[src/rtl/adc_scan_pkg.sv]
`default_nettype none

package adc_scan_pkg;

    // Fixed by the field widths of the ports
    localparam int NUM_CHANNELS = 8;
    localparam int SAMPLE_BITS  = 10;
    localparam int CH_BITS      = $clog2(NUM_CHANNELS);
    localparam int SLOT_BITS    = 4;
    localparam int CFG_IDX_BITS = 2;
    localparam int CFG_DAT_BITS = 8;

    localparam logic [SLOT_BITS-1:0] NO_SLOT = SLOT_BITS'(NUM_CHANNELS);

    typedef enum logic [1:0] {
        CMD_CONV_DONE   = 2'd0,
        CMD_READ_SLOT   = 2'd1,
        CMD_RESTART     = 2'd2,
        CMD_READ_LATEST = 2'd3
    } cmd_t;

    typedef enum logic [CFG_IDX_BITS-1:0] {
        REG_SCAN_MODE      = 2'd0,
        REG_CHANNEL_MASK   = 2'd1,
        REG_SINGLE_CHANNEL = 2'd2,
        REG_UNUSED         = 2'd3
    } cfg_reg_t;

    typedef logic [NUM_CHANNELS-1:0] ch_mask_t;
    typedef logic [CH_BITS-1:0]      ch_t;
    typedef logic [SAMPLE_BITS-1:0]  sample_t;

endpackage

`default_nettype wire

[src/rtl/adc_channel_scan_sequencer.sv]
`default_nettype none
// ADC channel scan sequencer.
// Input channel (in_valid / in_stall): one command word per transfer
// (cmd, sample, read_channel). Conversion-done words carry the converter
// result; read words fetch a slot or the latest single-mode sample.
// Output channel (out_valid / out_stall): one result word per command word
// (mux_channel, written_slot, read_value, ready_flag), in command order.
// Config channel (cfg_valid / cfg_ready, cfg_index, cfg_data): index 0 scan
// mode, 1 channel mask, 2 single channel; other indexes are dropped. Always
// ready; write only while no command word is in flight.
// Timing: a command word is captured in the input register at the accepting
// edge, evaluated there against the sequencer state and registered into the
// output register once that register can advance; a stalled output holds it
// in the input register. One word per cycle sustained while out_stall stays
// low; the single evaluation stage sets the figure.
// Stall: while out_stall holds a full output register, the input register
// holds too and in_stall rises once it is full.
// Reset: mux on channel 0, all slots and latest sample zero, ready flag low,
// single mode, mask all ones, single channel 0.
module adc_channel_scan_sequencer
(
    input  wire logic                                       clk,
    input  wire logic                                       rst_n,
    // command words
    input  wire logic                                       in_valid,
    output logic                                            in_stall,
    input  wire logic [1:0]                                 cmd,
    input  wire logic [adc_scan_pkg::SAMPLE_BITS-1:0]       sample,
    input  wire logic [adc_scan_pkg::CH_BITS-1:0]           read_channel,
    // result words
    output logic                                            out_valid,
    input  wire logic                                       out_stall,
    output logic [adc_scan_pkg::CH_BITS-1:0]                mux_channel,
    output logic [adc_scan_pkg::SLOT_BITS-1:0]              written_slot,
    output logic [adc_scan_pkg::SAMPLE_BITS-1:0]            read_value,
    output logic                                            ready_flag,
    // register writes
    input  wire logic                                       cfg_valid,
    output logic                                            cfg_ready,
    input  wire logic [adc_scan_pkg::CFG_IDX_BITS-1:0]      cfg_index,
    input  wire logic [adc_scan_pkg::CFG_DAT_BITS-1:0]      cfg_data
);

    // Lowest set bit of a mask (0 when empty)
    function automatic adc_scan_pkg::ch_t lowest_set(input adc_scan_pkg::ch_mask_t m);
        adc_scan_pkg::ch_t r;
        r = '0;
        for (int i = adc_scan_pkg::NUM_CHANNELS - 1; i >= 0; i--)
        begin
            if (m[i])
            begin
                r = adc_scan_pkg::CH_BITS'(i);
            end
        end
        return r;
    endfunction

    // Highest set bit of a mask (0 when empty)
    function automatic adc_scan_pkg::ch_t highest_set(input adc_scan_pkg::ch_mask_t m);
        adc_scan_pkg::ch_t r;
        r = '0;
        for (int i = 0; i < adc_scan_pkg::NUM_CHANNELS; i++)
        begin
            if (m[i])
            begin
                r = adc_scan_pkg::CH_BITS'(i);
            end
        end
        return r;
    endfunction

    localparam adc_scan_pkg::ch_mask_t MASK_ONE = adc_scan_pkg::NUM_CHANNELS'(1);
    localparam adc_scan_pkg::ch_mask_t MASK_TWO = adc_scan_pkg::NUM_CHANNELS'(2);

    // Configuration registers
    logic                   scan_mode_reg;
    adc_scan_pkg::ch_mask_t channel_mask_reg;
    adc_scan_pkg::ch_t      single_channel_reg;

    // Input register
    logic                   s1_valid_reg;
    adc_scan_pkg::cmd_t     s1_cmd_reg;
    adc_scan_pkg::sample_t  s1_sample_reg;
    adc_scan_pkg::ch_t      s1_rch_reg;

    // Sequencer state
    adc_scan_pkg::ch_t      cur_channel_reg;
    adc_scan_pkg::ch_t      cur_channel_next;
    adc_scan_pkg::sample_t  store_reg [adc_scan_pkg::NUM_CHANNELS];
    adc_scan_pkg::sample_t  latest_reg;
    adc_scan_pkg::sample_t  latest_next;
    logic                   ready_reg;
    logic                   ready_next;

    // Output register
    logic                           out_valid_reg;
    adc_scan_pkg::ch_t              mux_channel_reg;
    logic [adc_scan_pkg::SLOT_BITS-1:0] written_slot_reg;
    logic [adc_scan_pkg::SLOT_BITS-1:0] written_slot_next;
    adc_scan_pkg::sample_t          read_value_reg;
    adc_scan_pkg::sample_t          read_value_next;

    // Handshake
    logic out_advance;
    logic s1_fire;
    logic in_fire;
    logic store_we;
    adc_scan_pkg::ch_t store_waddr;

    // Channel search
    adc_scan_pkg::ch_mask_t below_mask;
    adc_scan_pkg::ch_mask_t above_mask;
    adc_scan_pkg::ch_t      prev_ch;
    adc_scan_pkg::ch_t      next_ch;

    assign out_advance = !out_valid_reg || !out_stall;
    assign s1_fire     = s1_valid_reg && out_advance;
    assign in_stall    = s1_valid_reg && !out_advance;
    assign in_fire     = in_valid && !in_stall;
    assign cfg_ready   = 1'b1;

    assign out_valid    = out_valid_reg;
    assign mux_channel  = mux_channel_reg;
    assign written_slot = written_slot_reg;
    assign read_value   = read_value_reg;
    assign ready_flag   = ready_reg;

    // Configuration writes
    always_ff @(posedge clk or negedge rst_n)
    begin
        if (!rst_n)
        begin
            scan_mode_reg      <= 1'b0;
            channel_mask_reg   <= '1;
            single_channel_reg <= '0;
        end
        else if (cfg_valid && cfg_ready)
        begin
            case (adc_scan_pkg::cfg_reg_t'(cfg_index))
                adc_scan_pkg::REG_SCAN_MODE:
                begin
                    scan_mode_reg <= cfg_data[0];
                end
                adc_scan_pkg::REG_CHANNEL_MASK:
                begin
                    channel_mask_reg <= cfg_data[adc_scan_pkg::NUM_CHANNELS-1:0];
                end
                adc_scan_pkg::REG_SINGLE_CHANNEL:
                begin
                    single_channel_reg <= cfg_data[adc_scan_pkg::CH_BITS-1:0];
                end
                default:
                begin
                end
            endcase
        end
    end

    // Input register
    always_ff @(posedge clk or negedge rst_n)
    begin
        if (!rst_n)
        begin
            s1_valid_reg <= 1'b0;
        end
        else if (out_advance || !s1_valid_reg)
        begin
            s1_valid_reg <= in_fire;
        end
    end

    always_ff @(posedge clk)
    begin
        if (in_fire)
        begin
            s1_cmd_reg    <= adc_scan_pkg::cmd_t'(cmd);
            s1_sample_reg <= sample;
            s1_rch_reg    <= read_channel;
        end
    end

    // Previous masked channel below current (wrap to highest), next above (wrap to lowest)
    assign below_mask = channel_mask_reg & ((MASK_ONE << cur_channel_reg) - MASK_ONE);
    assign above_mask = channel_mask_reg & ~((MASK_TWO << cur_channel_reg) - MASK_ONE);
    assign prev_ch = (below_mask != '0) ? highest_set(below_mask) : highest_set(channel_mask_reg);
    assign next_ch = (above_mask != '0) ? lowest_set(above_mask) : lowest_set(channel_mask_reg);

    always_comb
    begin
        cur_channel_next  = cur_channel_reg;
        latest_next       = latest_reg;
        ready_next        = ready_reg;
        written_slot_next = adc_scan_pkg::NO_SLOT;
        read_value_next   = '0;
        store_we          = 1'b0;
        store_waddr       = prev_ch;
        case (s1_cmd_reg)
            adc_scan_pkg::CMD_CONV_DONE:
            begin
                if (!scan_mode_reg)
                begin
                    latest_next      = s1_sample_reg;
                    ready_next       = 1'b1;
                    cur_channel_next = single_channel_reg;
                end
                else if (channel_mask_reg != '0)
                begin
                    store_we          = 1'b1;
                    written_slot_next = adc_scan_pkg::SLOT_BITS'(prev_ch);
                    cur_channel_next  = next_ch;
                end
            end
            adc_scan_pkg::CMD_READ_SLOT:
            begin
                read_value_next = store_reg[s1_rch_reg];
            end
            adc_scan_pkg::CMD_RESTART:
            begin
                if (!scan_mode_reg)
                begin
                    cur_channel_next = single_channel_reg;
                end
                else if (channel_mask_reg != '0)
                begin
                    cur_channel_next = lowest_set(channel_mask_reg);
                end
            end
            adc_scan_pkg::CMD_READ_LATEST:
            begin
                read_value_next = latest_reg;
                ready_next      = 1'b0;
            end
            default:
            begin
            end
        endcase
    end

    // Sequencer state and output register
    always_ff @(posedge clk or negedge rst_n)
    begin
        if (!rst_n)
        begin
            cur_channel_reg <= '0;
            latest_reg      <= '0;
            ready_reg       <= 1'b0;
            out_valid_reg   <= 1'b0;
            mux_channel_reg <= '0;
        end
        else
        begin
            if (out_advance)
            begin
                out_valid_reg <= s1_valid_reg;
            end
            if (s1_fire)
            begin
                cur_channel_reg <= cur_channel_next;
                latest_reg      <= latest_next;
                ready_reg       <= ready_next;
                mux_channel_reg <= cur_channel_next;
            end
        end
    end

    always_ff @(posedge clk)
    begin
        if (s1_fire)
        begin
            written_slot_reg <= written_slot_next;
            read_value_reg   <= read_value_next;
        end
    end

    // Slot store
    always_ff @(posedge clk or negedge rst_n)
    begin
        if (!rst_n)
        begin
            for (int i = 0; i < adc_scan_pkg::NUM_CHANNELS; i++)
            begin
                store_reg[i] <= '0;
            end
        end
        else if (s1_fire && store_we)
        begin
            store_reg[store_waddr] <= s1_sample_reg;
        end
    end

    // Checks
    a_stall_only_when_full: assert property (@(posedge clk) disable iff (!rst_n)
        in_stall |-> s1_valid_reg)
        else $error("in_stall with empty input register");

    a_slot_in_range: assert property (@(posedge clk) disable iff (!rst_n)
        out_valid_reg |-> (written_slot_reg == adc_scan_pkg::NO_SLOT
            || written_slot_reg < adc_scan_pkg::SLOT_BITS'(adc_scan_pkg::NUM_CHANNELS)))
        else $error("written_slot out of range");

    a_scan_conv_writes: assert property (@(posedge clk) disable iff (!rst_n)
        (s1_fire && s1_cmd_reg == adc_scan_pkg::CMD_CONV_DONE && scan_mode_reg
         && channel_mask_reg != '0)
        |=> (written_slot_reg != adc_scan_pkg::NO_SLOT && out_valid_reg))
        else $error("scan conversion did not write a slot");

    a_read_latest_clears: assert property (@(posedge clk) disable iff (!rst_n)
        (s1_fire && s1_cmd_reg == adc_scan_pkg::CMD_READ_LATEST) |=> !ready_reg)
        else $error("ready flag not cleared by read latest");

    a_single_conv_sets: assert property (@(posedge clk) disable iff (!rst_n)
        (s1_fire && s1_cmd_reg == adc_scan_pkg::CMD_CONV_DONE && !scan_mode_reg)
        |=> (ready_reg && written_slot_reg == adc_scan_pkg::NO_SLOT))
        else $error("single-mode conversion handled wrong");

endmodule

`default_nettype wire
[config.mk]
export PLATFORM = sky130hd
export DESIGN_NAME = adc_channel_scan_sequencer
export DESIGN_NICKNAME = d
export VERILOG_FILES = /design/src/rtl/adc_scan_pkg.sv /design/src/rtl/adc_channel_scan_sequencer.sv
export SDC_FILE = /design/constraint.sdc
export NUM_CORES = 1
export LEC_CHECK = 0
export BUFFER_PORTS_ARGS = -buffer_cell sky130_fd_sc_hd__buf_4
export CAP_MARGIN = 20
export CORE_MARGIN = 3
export CORE_UTILIZATION = 65
export CTS_CLUSTER_SIZE = 30
export DETAILED_ROUTE_END_ITERATION = 10
export PLACE_DENSITY = 0.85
export SLEW_MARGIN = 10
export SYNTH_ARGS = -nofsm -noshare
export SYNTH_HDL_FRONTEND = slang
export SYNTH_SLANG_ARGS = --single-unit
[constraint.sdc]
create_clock -name clk -period 6.9 [get_ports clk]
set_input_delay 0.345 -clock clk [delete_from_list [all_inputs] [get_ports clk]]
set_output_delay 0.345 -clock clk [all_outputs]
set_load 0.005 [all_outputs]
==> metrics, run 1 <==
Detailed Place HPWL=a little under 10000 um; crit path launch=mux_channel[2]; number of nets with antenna violations after detailed routing=0; Startpoint Class=flip-flop; initial core utilization=0.6878; warning count from the yosys run=0; WP data required=between 7000 and 8000 ps; area delta synth->final=18.38%; Chip Height=between 100 and 150 um; synthesized instance count=around 480; prevailing post-synth register cell=sky130_fd_sc_hd__dfrtp_1; uppermost layer routed=met4; Mapped Area=about 6500 um^2; final count of pins violating max slew=0; net total in the final layout=about 580; fraction of final layout cells sized beyond drive strength 1=0.4007; headroom to the max-slew limit=0.2079; per-cell routed wire length=around 23 um; beginning of the worst hold path=in_valid; hold path endpoint=s1_valid_reg; WP data arrival=around 4700 ps; CTS H-tree lvls=4; number of antenna violations at the first check in global routing=0; RSZ-0062 raised after global routing=false; Final Skew=roughly 9.5 ps; die outline area=about 11000 um^2; Layout fillers=just over 500; power per unit of standard cell area=372.4 nW/um^2; Max Cap Viol=0; TritonCTS clock tree=built; final count of hold timing violations=0; synthesized netlist net count=514; slew at the pin closest to its max-slew limit=1186 ps; Final Cycle Share=0.6251; reg-to-reg startpoint=mux_channel[2]; Cell variety after synth=a little under 60; cell chosen for the clock root=sky130_fd_sc_hd__clkbuf_8; critical-path maximum fanout=18; Antenna Diode Count=0; worst reg2reg path depth=8; r2r setup slk=roughly 2600 ps; post-layout power=roughly 0.0029 W; FF+latch count, synth=roughly 140; Port Buf Inserts=49; Clock Tree Buf Depth=2; number of CTS-inserted buffers=17; final wirelength=15720 um; die width=106.3 um; setup TNS=0 ps; min-delay worst type=in -> reg; number of flip-flops under the largest register name=80; sequential element share of the synthesized area=0.5482; core region area=9503 um^2; final setup slack of the worst path=2586 ps; detailed-route vias per instance=roughly 6.4; largest net degree at the start of global routing=around 80; clock-pin slew on the worst setup and hold paths=70 ps; number of synthesized flops with an enable pin=29; number of global-route vias before repair=about 4600; post-route worst hold slack=around 42 ps; Static Leak=between 3 and 4 nW; initial DRC count=approximately 380; classification of the worst setup path=reg -> reg; hold path depth=2; met3 wire length=between 900 and 1000 um; Critical R2R Capture=store_reg[64]; boundary pin count=~50; share of flip-flops with an asynchronous set or reset=0.7883; overall overflow remaining after global route=0; met2 wirelength from detailed routing=7996 um; Max Clock Freq=~230 MHz; first-pass GRT wire length=roughly 25000 um; Placement Rows=35; minimum clock period after layout=roughly 4300 ps; sinks on the clock net=137; worst-skew pair later-pin latency=530 ps; result of the run=finished clean; count of endpoints failing setup in the final report=0; global-route total usage across every layer=0.3004; met1 wire length=6233 um; final RePlAce weighted congestion=around 0.90; kind of end point of the critical path=flip-flop; first-pass iteration count of the detailed router=5; number of vias after detailed routing=roughly 4400; Syn Area/Cell=around 14 um^2; worst setup slack after placement=roughly 2700 ps; number of design rule violations left after detail routing=0; maximum vdd drop=between 0.3 and 0.4 mV
[report_power, final]
part	internal [W]	total, W	switching [W]
clock	0.000493	0.000872	0.000379
sequential	0.00108	0.00128	0.000206
combinational	0.000413	0.000725	0.000312
[critical path, cell delays in order, from the launching register on]
cell,delay (ps)
sky130_fd_sc_hd__dfrtp_1,580
sky130_fd_sc_hd__or3_1,470
sky130_fd_sc_hd__ha_1,390
sky130_fd_sc_hd__and4_1,310
sky130_fd_sc_hd__o31a_1,340
sky130_fd_sc_hd__nor4_4,420
sky130_fd_sc_hd__a32oi_2,290
sky130_fd_sc_hd__nor2b_1,970
sky130_fd_sc_hd__mux2_2,430
[per-stage QoR]
step | area, um^2 | std cells | util
after floorplan | 6536 | 483 | -
after global placement | 6972 | 638 | 0.7336
after detailed placement | 6979 | 639 | 0.7344
after CTS | 7710 | 687 | 0.8113
after global routing | 7737 | 688 | 0.8142
final | 7737 | 688 | 0.8142
[synth_stat cells (3+ instances only)]
master / instances / area (um^2)
sky130_fd_sc_hd__nor2b_1: 5 / 31.28
sky130_fd_sc_hd__edfxtp_1: 29 / 870.8
sky130_fd_sc_hd__mux2_2: 92 / 1036
sky130_fd_sc_hd__nand2_1: 27 / 101.4
sky130_fd_sc_hd__and2_1: 13 / 81.33
sky130_fd_sc_hd__a21oi_1: 21 / 105.1
sky130_fd_sc_hd__inv_1: 10 / 37.54
sky130_fd_sc_hd__nor2_1: 17 / 63.81
sky130_fd_sc_hd__nand3_1: 5 / 25.02
sky130_fd_sc_hd__nor3b_1: 5 / 37.54
sky130_fd_sc_hd__mux2_4: 10 / 150.1
sky130_fd_sc_hd__buf_2: 6 / 30.03
sky130_fd_sc_hd__nor3_1: 5 / 25.02
sky130_fd_sc_hd__a211oi_1: 3 / 22.52
sky130_fd_sc_hd__a21boi_0: 3 / 22.52
sky130_fd_sc_hd__o21ai_0: 22 / 110.1
sky130_fd_sc_hd__nand2b_1: 9 / 56.30
sky130_fd_sc_hd__dfstp_2: 8 / 210.2
sky130_fd_sc_hd__mux2i_1: 11 / 110.1
sky130_fd_sc_hd__dfrtp_1: 100 / 2502
sky130_fd_sc_hd__clkbuf_1: 17 / 63.81
sky130_fd_sc_hd__mux4_2: 20 / 450.4
[per-layer routing]
metal,track usage,vias to the layer above
li1,-,1913
met1,0.3761,2228
met2,0.4977,194
met3,0.06740,54
met4,0.1452,0
met5,0,-
[layout make-up]
class / count / area (um^2) / area share
multi-input combinational: 310 / 2799 / 0.3617
inverter: 10 / 37.54 / 0.004851
tap: 129 / 161.4 / 0.02086
sequential: 137 / 3583 / 0.4631
clock inverter: 12 / 103.9 / 0.01342
clock buffer: 20 / 466.7 / 0.06032
timing repair buffer: 70 / 585.6 / 0.07568
[cells by family (layout without fill, tap and decap cells)]
kind of cell | after synthesis | count (layout) | synth area share
flip-flops | 137 | 137 | 0.5482
multiplexers | 133 | 133 | 0.2672
AND/OR/NAND/NOR | 101 | 101 | 0.08499
AO/OA/AOI/OAI | 72 | 72 | 0.07083
buffers and inverters | 36 | 112 | 0.02355
XOR/XNOR | 2 | 2 | 0.002680
adder cells (fa/ha/maj) | 1 | 1 | 0.001914
other | 1 | 1 | 0.0005737
[repair_timing]
item | CTS | global route
hold buffers | 16 | 0
hold endpoints to repair | 42 | 0
buffers inserted | 0 | 0
resized for setup | 0 | 0
endpoints found under the setup margin | 0 | 0
[worst max path at each step]
stage / slack (ps) / endpoint / depth (start not counted)
3_5_place_dp: 2730 / store_reg[68] / 8
4_1_cts: 2660 / store_reg[64] / 8
2_1_floorplan: 3650 / store_reg[20] / 9
6_report: 2590 / store_reg[64] / 8
5_1_grt: 2470 / store_reg[11] / 8
3_3_place_gp: 2890 / store_reg[66] / 8
[cells in the final DEF (no fill, tap or decap), types with 11 or more instances in the layout]
| cell type | netlist | final |
|---|---|---|
| sky130_fd_sc_hd__buf_4 | 1 | 53 |
| sky130_fd_sc_hd__dlygate4sd3_1 | 0 | 16 |
| sky130_fd_sc_hd__edfxtp_1 | 29 | 29 |
| sky130_fd_sc_hd__clkbuf_16 | 0 | 17 |
| sky130_fd_sc_hd__mux2_2 | 92 | 92 |
| sky130_fd_sc_hd__mux4_2 | 20 | 20 |
| sky130_fd_sc_hd__nand2_1 | 27 | 27 |
| sky130_fd_sc_hd__and2_1 | 13 | 13 |
| sky130_fd_sc_hd__dfrtp_1 | 100 | 100 |
| sky130_fd_sc_hd__a21oi_1 | 21 | 21 |
| sky130_fd_sc_hd__mux2i_1 | 11 | 11 |
| sky130_fd_sc_hd__nor2_1 | 17 | 17 |
| sky130_fd_sc_hd__o21ai_0 | 22 | 22 |
(Power assumes the default switching activity.)
==> run 2: changes to the inputs <==
--- a/config.mk
+++ b/config.mk
@@ -5,13 +5,14 @@
 export SDC_FILE = /design/constraint.sdc
 export NUM_CORES = 1
 export LEC_CHECK = 0
+export ABC_AREA = 1
 export BUFFER_PORTS_ARGS = -buffer_cell sky130_fd_sc_hd__buf_4
 export CAP_MARGIN = 20
 export CORE_MARGIN = 3
-export CORE_UTILIZATION = 65
+export CORE_UTILIZATION = 54
 export CTS_CLUSTER_SIZE = 30
 export DETAILED_ROUTE_END_ITERATION = 10
-export PLACE_DENSITY = 0.85
+export PLACE_DENSITY = 0.76
 export SLEW_MARGIN = 10
 export SYNTH_ARGS = -nofsm -noshare
 export SYNTH_HDL_FRONTEND = slang
==> constraint.sdc (replaced) <==
create_clock -name clk -period 3.5 [get_ports clk]
set_input_delay 0.175 -clock clk [delete_from_list [all_inputs] [get_ports clk]]
set_output_delay 0.175 -clock clk [all_outputs]
set_load 0.005 [all_outputs]
==> metrics, run 2 <==
share of flip-flops with an asynchronous set or reset=0.7883; first-pass iteration count of the detailed router=5; number of hold buffers added after cts=24; number of CTS-inserted buffers=17; number of vias after detailed routing=between 5000 and 6000; overall overflow remaining after global route=0; Mapped Area=approximately 6700 um^2; synthesized instance count=between 700 and 800; global routing usage on met3=0.04884; final RePlAce weighted congestion=approximately 0.92; RSZ-0062 raised after global routing=false; clock-pin slew on the worst setup and hold paths=60 ps; number of nets with antenna violations after detailed routing=0; switching fraction of total power=0.3570; final count of hold timing violations=0; count leader, synth=sky130_fd_sc_hd__nand2_1; CTS H-tree lvls=4; Syn Area/Cell=8.685 um^2; area delta synth->final=18.06%; final wirelength=~17000 um; Static Leak=3.869 nW; critical-path maximum fanout=12; Power Internal=between 0.003 and 0.004 W; Port Buf Inserts=49; worst-skew pair later-pin latency=approximately 420 ps; Top cell by count, worst path=sky130_fd_sc_hd__nand2_1; die outline area=~14000 um^2; global-route total usage across every layer=0.2638; boundary pin count=51; cell chosen for the clock root=sky130_fd_sc_hd__clkbuf_16; number of synthesized flops with an enable pin=29; setup TNS=0 ps; most heavily used metal layer in global routing=met1; Clock Tree Buf Depth=2; met1 routing resource usage after global routing=0.3974; Final Skew=between 9 and 10 ps; result of the run=finished clean; net total in the final layout=between 800 and 900; P_sw=between 0.002 and 0.0025 W; maximum vdd drop=~0.41 mV; fraction of final layout cells sized beyond drive strength 1=0.1679; die width=approximately 120 um; power per unit of standard cell area=753.5 nW/um^2; power share of the combinational group=0.289; Final Cycle Share=0.7957; synthesized netlist net count=800; min-delay worst type=in -> reg; buffers inserted by post-CTS timing repair=0; sequential fraction of design power=0.426; most used standard cells in the synthesized netlist=sky130_fd_sc_hd__nand2_1 (271), sky130_fd_sc_hd__dfrtp_1 (100), sky130_fd_sc_hd__inv_1 (60); Layout fillers=918; TritonCTS clock tree=built; Max Clock Freq=359.1 MHz; commonest non-fill, non-tap cells in the layout=sky130_fd_sc_hd__nand2_1 (271), sky130_fd_sc_hd__dfrtp_1 (100), sky130_fd_sc_hd__inv_1 (60), sky130_fd_sc_hd__buf_4 (52), sky130_fd_sc_hd__o21ai_0 (48); FF+latch count, synth=approximately 140; Startpoint Class=flip-flop; number of design rule violations left after detail routing=0; fraction of post-synthesis cell area in the top cell type by area=0.3747; maximum cell stage delay along the critical path=between 600 and 700 ps; number of flip-flops under the largest register name=80; minimum clock period after layout=2785 ps; warning count from the yosys run=0; Detailed Place HPWL=~11000 um; initial core utilization=0.5679; core region area=approximately 12000 um^2; initial DRC count=560; critical path, cell by cell=inv_6, nand2_1, ha_1, nand4_1, nand3_2, nand2_2, inv_1, nand2_1, nor2_4, nand2_2, nand2_4, nand2_4, nor2_4, inv_2, nand2_1, nand2_1; Antenna Diode Count=0; sequential element share of the synthesized area=0.5365; cell with the biggest individual delay on the critical path=sky130_fd_sc_hd__dfrtp_1; headroom to the max-slew limit=0.3716; post-layout power=0.005941 W; area leader, netlist=sky130_fd_sc_hd__dfrtp_1; WP data required=roughly 3800 ps; biggest area contributors in the synthesized netlist=sky130_fd_sc_hd__dfrtp_1 (37%), sky130_fd_sc_hd__nand2_1 (15%), sky130_fd_sc_hd__edfxtp_1 (13%), sky130_fd_sc_hd__o21ai_0 (3.6%), sky130_fd_sc_hd__inv_1 (3.4%); Max Cap Viol=0; kind of end point of the critical path=flip-flop; first-pass GRT wire length=approximately 27000 um; Chip Height=117.2 um; prevailing post-synth register cell=sky130_fd_sc_hd__dfrtp_1; Placement Rows=39; delay-heaviest family, CP=simple AND/OR/NAND/NOR gates; WP data arrival=a little over 3000 ps; slew at the pin closest to its max-slew limit=approximately 940 ps; final count of pins violating max slew=0; number of antenna violations at the first check in global routing=0; count of endpoints failing setup in the final report=0; per-cell routed wire length=approximately 17 um; most common cell after layout, fill and taps aside=sky130_fd_sc_hd__nand2_1; portion of total power attributed to the clock network=0.284; Buf/Inv on CP=3; largest net degree at the start of global routing=between 60 and 70; global-route track usage on met2=0.3865; number of global-route vias before repair=between 5000 and 6000; sinks on the clock net=137; Gates resized, CTS repair=0; detailed-route vias per instance=~5.4; classification of the worst setup path=reg -> reg; Cell variety after synth=35
run 2: cell count changes after synthesis, moves of 11 or more:
cell and change:
sky130_fd_sc_hd__nand3_1 +14, sky130_fd_sc_hd__o211ai_1 +19, sky130_fd_sc_hd__mux4_2 -20, sky130_fd_sc_hd__o21ai_0 +26
sky130_fd_sc_hd__nor2_1 +11, sky130_fd_sc_hd__mux2_2 -90, sky130_fd_sc_hd__inv_2 +13, sky130_fd_sc_hd__nand2_1 +244
sky130_fd_sc_hd__o21ai_1 +21, sky130_fd_sc_hd__and2_1 -13, sky130_fd_sc_hd__a21oi_1 +22, sky130_fd_sc_hd__inv_1 +50
run 2: path summary, 6_finish.rpt:
check                               start                   to  slack (ps)  cells past startpoint
hold reg to reg             store_reg[12]        store_reg[12]         470                      2
hold / removal                cfg_data[1]  channel_mask_reg[1]          20                      3
min in group asynchronous           rst_n        latest_reg[5]         400                      2
setup reg to reg           mux_channel[2]        store_reg[14]         720                     16
setup / recovery           mux_channel[2]        store_reg[14]         720                     16
max in group asynchronous           rst_n        store_reg[24]        2230                      3
run 2: final cells by class:
class	instances	area (um^2)	area share
repair buffers	77	650.6	0.08251
flip-flops and latches	137	3583	0.4545
well taps	164	205.2	0.02602
multi-input cells	520	2601	0.3299
inverters	74	282.8	0.03586
clock inverters	7	66.31	0.008410
clock buffers	25	495.5	0.06284
run 2: metrics by stage:
step | hold WS [ps] | std cells | setup slack [ps] | utilization | area [um^2]
2_1_floorplan | -120.6 | 769 | 1230 | - | 6679
3_3_place_gp | 323.3 | 948 | 979.1 | 0.6023 | 7083
3_5_place_dp | 333.5 | 948 | 791.5 | 0.6023 | 7083
4_1_cts | 4.968 | 1004 | 768.5 | 0.6705 | 7885
5_1_grt | 44.91 | 1004 | 476.3 | 0.6705 | 7885
6_report | 21.31 | 1004 | 715.1 | 0.6705 | 7885
run 2: kinds of logic after synthesis:
group | Yosys count | synth area share
buffers and inverters | 112 | 0.07400
muxes | 22 | 0.03335
DFF | 137 | 0.5365
other | 1 | 0.0005615
adders and majority gates | 1 | 0.001873
AOI/OAI and AO/OA | 142 | 0.1197
and+or+nand+nor | 354 | 0.2340
run 2: layer usage:
| layer | part of all wire | wire length, um |
|---|---|---|
| met1 | 0.46 | 7706 |
| met2 | 0.45 | 7555 |
| met3 | 0.072 | 1206 |
| met4 | 0.020 | 335 |
| met5 | 0 | 0 |
run 2: power by group through the flow:
stage / registers, W / clock network (W) / logic, W
after floorplan: 0.00237 / 0 / 0.00134
after global placement: 0.00251 / 0 / 0.00161
after detailed placement: 0.00253 / 0 / 0.00168
after CTS: 0.00251 / 0.00171 / 0.00170
after global routing: 0.00258 / 0.00178 / 0.00193
final: 0.00253 / 0.00169 / 0.00172
run 2: tightest hold or removal path: stages:
cell and delay, ps:
sky130_fd_sc_hd__buf_4 110, sky130_fd_sc_hd__inv_1 60, sky130_fd_sc_hd__o21ai_0 80
